## config.mk

```make
export PLATFORM = sky130hd
export DESIGN_NAME = snms_front
export DESIGN_NICKNAME = d
export VERILOG_FILES = /design/src/sv/score_sort_class_nms_unit_assert.svh /design/src/sv/snms_pkg.sv /design/src/sv/snms_front.sv
export SDC_FILE = /design/constraint.sdc
export NUM_CORES = 1
export LEC_CHECK = 0
export ABC_CLOCK_PERIOD_IN_PS = 2600
export BUFFER_PORTS_ARGS = -buffer_cell sky130_fd_sc_hd__buf_2
export CORE_AREA = 2 2 65 129
export DETAILED_ROUTE_END_ITERATION = 12
export DIE_AREA = 0 0 67 131
export PLACE_DENSITY_LB_ADDON = 0.25
export SYNTH_ARGS = -nofsm -noshare
export SYNTH_HDL_FRONTEND = slang
export SYNTH_SLANG_ARGS = --single-unit
export TNS_END_PERCENT = 50
```

## constraint.sdc

```tcl
create_clock -name clock -period 2.6 [get_ports clock]
set_clock_uncertainty 0.2 [all_clocks]
set_input_delay 0.39 -clock clock [delete_from_list [all_inputs] [get_ports clock]]
set_output_delay 0.39 -clock clock [all_outputs]
set_load 0.02 [all_outputs]
```

## src/sv/score_sort_class_nms_unit_assert.svh

```systemverilog
// Assertion macros for the score sort class NMS unit.
// Included by the top level; depends on nothing else.
`ifndef SCORE_SORT_CLASS_NMS_UNIT_ASSERT_SVH
`define SCORE_SORT_CLASS_NMS_UNIT_ASSERT_SVH

// Same-cycle implication.
`define SNMS_ASSERT_IMP(name, clk, rst, ante, cons) \
   name: assert property (@(posedge clk) disable iff (rst) (ante) |-> (cons)) \
      else $error("snms assertion failed");

// Next-cycle implication.
`define SNMS_ASSERT_NXT(name, clk, rst, ante, cons) \
   name: assert property (@(posedge clk) disable iff (rst) (ante) |=> (cons)) \
      else $error("snms assertion failed");

`endif

```

## src/sv/snms_pkg.sv

```systemverilog
// Shared types, constants and helper functions of the score sort class NMS unit.
// No dependencies.
`timescale 1ns / 1ps
`default_nettype none

package snms_pkg;

   localparam int MAX_CAND   = 256;
   localparam int IDX_W      = $clog2(MAX_CAND);
   localparam int CNT_W      = IDX_W + 1;
   localparam int MAX_OUT    = 64;
   localparam int OUT_CNT_W  = $clog2(MAX_OUT + 1);
   localparam int QDEPTH     = 2;
   localparam int QPTR_W     = $clog2(QDEPTH);
   localparam int QCNT_W     = $clog2(QDEPTH + 1);
   localparam int CSR_IDX_W  = 2;
   localparam int CSR_DATA_W = 12;
   localparam int COORD_W    = 18;

   localparam logic [CSR_IDX_W-1:0] CSR_IOU_THRESHOLD = 2'd0;
   localparam logic [CSR_IDX_W-1:0] CSR_IMAGE_WIDTH   = 2'd1;
   localparam logic [CSR_IDX_W-1:0] CSR_IMAGE_HEIGHT  = 2'd2;

   typedef struct packed {
      logic        [6:0]  cls;
      logic        [15:0] score;
      logic signed [15:0] left;
      logic signed [15:0] top;
      logic        [15:0] width;
      logic        [15:0] height;
   } cand_type;

   typedef struct packed {
      logic             en;
      logic [IDX_W-1:0] addr;
      cand_type         data;
   } mem_wr_type;

   typedef struct packed {
      logic [CNT_W-1:0] count;
      logic             overflow;
   } frame_desc_type;

   typedef struct packed {
      logic           valid;
      frame_desc_type desc;
   } queue_if_type;

   typedef struct packed {
      logic active;
      logic pop;
   } back_status_type;

   typedef struct packed {
      logic [7:0]  iou_threshold;
      logic [11:0] image_width;
      logic [11:0] image_height;
   } cfg_type;

   function automatic logic signed [COORD_W-1:0] sext16(input logic signed [15:0] v);
      return {{(COORD_W-16){v[15]}}, v};
   endfunction

   function automatic logic signed [COORD_W-1:0] add_span(input logic signed [15:0] base,
                                                        input logic [15:0] span);
      logic signed [COORD_W-1:0] ext;
      ext = signed'({{(COORD_W-16){1'b0}}, span});
      return sext16(base) + ext;
   endfunction

   function automatic logic [11:0] clamp_px(input logic signed [COORD_W-1:0] raw,
                                            input logic [11:0] lim);
      logic signed [COORD_W-1:0] lim16;
      lim16 = signed'({{(COORD_W-16){1'b0}}, lim, 4'b0000});
      if (raw <= 0) begin
         return 12'd0;
      end else if (raw >= lim16) begin
         return lim;
      end else begin
         return raw[15:4];
      end
   endfunction

endpackage

`default_nettype wire

```

## src/sv/snms_front.sv

```systemverilog
// Front end: accepts candidates, writes the candidate store, counts and flags
// overflow, and queues one descriptor per frame. Depends on snms_pkg.
`timescale 1ns / 1ps
`default_nettype none

module snms_front (
   input  logic                      clock,
   input  logic                      reset,
   input  logic                      start,
   output logic                      busy,
   input  logic signed [15:0]        req_box_left,
   input  logic signed [15:0]        req_box_top,
   input  logic [15:0]               req_box_width,
   input  logic [15:0]               req_box_height,
   input  logic [15:0]               req_confidence,
   input  logic [6:0]                req_class_index,
   input  logic                      req_final_candidate,
   output snms_pkg::mem_wr_type      mem_wr,
   output snms_pkg::queue_if_type    q_head,
   input  snms_pkg::back_status_type bstat
);

   logic [snms_pkg::CNT_W-1:0]  count_ff, count_in;
   logic                        ovf_ff, ovf_in;
   snms_pkg::frame_desc_type    q_mem_ff [snms_pkg::QDEPTH];
   logic [snms_pkg::QPTR_W-1:0] wptr_ff, rptr_ff;
   logic [snms_pkg::QCNT_W-1:0] qcnt_ff, qcnt_in;
   logic                        accept, room, push;
   snms_pkg::frame_desc_type    push_desc;

   assign busy   = (qcnt_ff != '0) || bstat.active;
   assign accept = start && !busy;
   assign room   = count_ff < snms_pkg::CNT_W'(snms_pkg::MAX_CAND);
   assign push   = accept && req_final_candidate;

   assign mem_wr.en             = accept && room;
   assign mem_wr.addr           = count_ff[snms_pkg::IDX_W-1:0];
   assign mem_wr.data.cls       = req_class_index;
   assign mem_wr.data.score     = req_confidence;
   assign mem_wr.data.left      = req_box_left;
   assign mem_wr.data.top       = req_box_top;
   assign mem_wr.data.width     = req_box_width;
   assign mem_wr.data.height    = req_box_height;

   assign push_desc.count    = count_ff + snms_pkg::CNT_W'(room);
   assign push_desc.overflow = ovf_ff | !room;

   assign q_head.valid = qcnt_ff != '0;
   assign q_head.desc  = q_mem_ff[rptr_ff];

   always_comb begin
      count_in = count_ff;
      ovf_in   = ovf_ff;
      if (push) begin
         count_in = '0;
         ovf_in   = 1'b0;
      end else if (accept && room) begin
         count_in = count_ff + 1'b1;
      end else if (accept) begin
         ovf_in = 1'b1;
      end
      qcnt_in = qcnt_ff + snms_pkg::QCNT_W'(push) - snms_pkg::QCNT_W'(bstat.pop);
   end

   always_ff @(posedge clock) begin
      if (reset) begin
         count_ff <= '0;
         ovf_ff   <= 1'b0;
         wptr_ff  <= '0;
         rptr_ff  <= '0;
         qcnt_ff  <= '0;
      end else begin
         count_ff <= count_in;
         ovf_ff   <= ovf_in;
         qcnt_ff  <= qcnt_in;
         if (push) begin
            wptr_ff <= wptr_ff + 1'b1;
         end
         if (bstat.pop) begin
            rptr_ff <= rptr_ff + 1'b1;
         end
      end
   end

   always_ff @(posedge clock) begin
      if (push) begin
         q_mem_ff[wptr_ff] <= push_desc;
      end
   end

endmodule

`default_nettype wire

```

==> flow_summary.json <==
{
  "hold_path_class": "input port to register",
  "first_global_vias": 1205,
  "synth_fp_nets": 325,
  "io_buffer_count": 26,
  "min_period_over_period_pct": 84.85,
  "ir_drop_worst_vdd_uv": 389.8,
  "yosys_warnings": 0,
  "post_synth_num_cell_types": 32,
  "clk_transition_reported_paths_ns": 0.05,
  "cts_post_setup_buffers_inserted": 0,
  "initial_util_pct": 29.03,
  "drt_iter0_markers": 44,
  "cell_with_the_largest_stage_delay_on_the_worst_path": "or4b_1",
  "utilization_pct": 24.73,
  "final-max-slew-violation-count": 0,
  "run_status": "finished, final reports clean",
  "maxSlewHeadroom_pct": 67.95,
  "synth_enable_flop_cells": 20,
  "required_ns": 2.01,
  "grt_util_all_layers_pct": 10.88,
  "routed_wire_length_um": 4652,
  "worstRegToRegCells": 3,
  "ys_ff_latch": 35,
  "final_nets": 258,
  "timing.final.setup_violations": 0,
  "leading_cell_type_in_the_layout_fill_and_taps_excluded": "buf_2",
  "grt_pass1_wl_um": 6962,
  "route.antenna.remaining_nets": 0,
  "dpl_cell_area_um2": 1794,
  "critPathLaunchType": "register",
  "cts_made_buffers": 5,
  "netlist_area_um2": 2272,
  "cts_tree": "built",
  "ctsRootBufferMaster": "clkbuf_16",
  "place.detailed.hpwl_um": 3654,
  "tns_ns": 0,
  "ys_seq_area_share_pct": 39.65,
  "area_growth_syn_to_layout_pct": -14.81,
  "critPathArrivalTime_ns": 1.62,
  "syn_avg_cell_area_um2": 10.01,
  "timing.max_cap.violations": 0,
  "detail_route.first_pass.iterations": 4,
  "max_clock_freq_mhz": 453.3,
  "power.leakage_nw": 0.7364,
  "fp.dieArea_um2": 8777,
  "drc": 0,
  "place.gp.congestion": 0.6626,
  "netlist_instances": 227,
  "async_flop_share_pct": 0,
  "cp_cell_sequence": "or4b_1 -> buf_4 -> nor2_1 -> buf_2",
  "num_antenna_cells": 0,
  "period_minus_slack_ns": 2.206,
  "clock_tree_buffer_depth": 2,
  "pin_count_of_the_biggest_net_entering_global_routing": 18,
  "routed_via_density": 4.743,
  "power_density_nw_per_um2": 667.7,
  "core_um2": 7828,
  "worst_skew_pair.late_latency_ns": 0.28,
  "design.portCount": 201,
  "most-common-layout-cells": "buf_2 (26), edfxtp_1 (20), dfxtp_1 (15)",
  "timing.hold.worst_path_depth": 2,
  "die-height_um": 131,
  "power.total_mw": 1.292,
  "cts-hold-fix-buffers": 0,
  "crit_path_max_fanout": 17,
  "post_route_cells_drive_above_1_share_pct": 29.19,
  "route.detailed.wl_per_inst_um": 18.10,
  "antenna_found_initial": 0,
  "hold_viol_final": 0,
  "chipWidth_um": 67,
  "cts_resized": 0,
  "clock_sink_count": 35,
  "routed-via-count": 1219,
  "max_slew.worst_pin.slew_ns": 0.4807,
  "ys.flop_type": "edfxtp_1",
  "grt_overflow": 0,
  "clock_tree.htree_level_count": 2,
  "critical_path_max_stage_delay_ns": 0.54,
  "endpoint_kind": "output port",
  "timing_worst_setup_path_type": "register to output port",
  "unrepaired_setup_endpoints_after_global_routing": "no",
  "design_area_um2": 1936,
  "rows": 46
}
==> Yosys cell counts, types with 5 or more instances <==
master     n  area share, %
buf_4     95             31
edfxtp_1  20             26
dfxtp_1   15             13
a21oi_1   11            2.4
mux2_2    10            5.0
nor2_1     8            1.3
o21ai_0    6            1.3
or3_1      6            1.7
ha_1       5            2.8
xor2_1     5            1.9
==> per-layer routing <==
layer	wire length, um	up-vias	GRT usage (%)
li1	-	539	-
met1	1590	546	11.19
met2	1824	118	12.70
met3	1158	14	14.04
met4	41	2	3.361
met5	37	-	3.750
==> per-stage QoR <==
step	cells	setup WS, ns	hold slack [ns]
after detailed placement	249	0.3661	0.2754
after floorplan	227	0.3822	0.2293
after global routing	257	0.2969	0.1701
after CTS	257	0.3759	0.1571
final	257	0.3939	0.1654
after global placement	249	0.3987	0.2516
==> worst paths after layout <==
path,startpoint,to,slack (ns)
worst max-delay path,qcnt_ff[1],mem_wr[95],0.39
worst min register to register,ovf_ff,ovf_ff,0.28
worst max register to register,qcnt_ff[1],q_mem_ff[0][0],0.51
worst min-delay path,reset,rptr_ff,0.17
==> critical path: cells and delay by family, from the launching register on <==
kind	cells	cell delay, ns
buf+inv	2	0.36
simple gates	2	0.63
flops	1	0.34
==> report_power, final <==
part | switching, mW | internal (mW)
combinational | 0.0680 | 0.0509
sequential | 0.0161 | 0.600
clock | 0.205 | 0.352
total | 0.290 | 1.00
==> registers in the layout (all words and copies together) (netlist names), named ones only <==
register,count
rptr_ff,1
qcnt_ff,2
q_mem_ff,20
ovf_ff,1
count_ff,9
wptr_ff,1
==> area by class of cell <==
| class | instances | area (um2) |
|---|---|---|
| clock buffer | 6 | 128.9 |
| sequential | 35 | 900.9 |
| clock inverter | 2 | 12.51 |
| multi-input combinational | 86 | 613.1 |
| inverter | 4 | 15.01 |
| timing repair buffer | 28 | 145.1 |
| fill | 861 | 5892 |
| tap | 96 | 120.1 |
==> logic make-up (layout without fill, tap and decap cells) <==
logic type / count (synthesis) / count (layout) / synth area share, %
adder cells (fa/ha/maj): 5 / 5 / 2.753
AND/OR/NAND/NOR: 41 / 41 / 10.68
XOR/XNOR: 9 / 9 / 3.469
flip-flops: 35 / 35 / 39.65
buffers and inverters: 106 / 40 / 33.37
AO/OA/AOI/OAI: 21 / 21 / 5.121
multiplexers: 10 / 10 / 4.956
No activity file was read; power rests on OpenSTA's default activity.
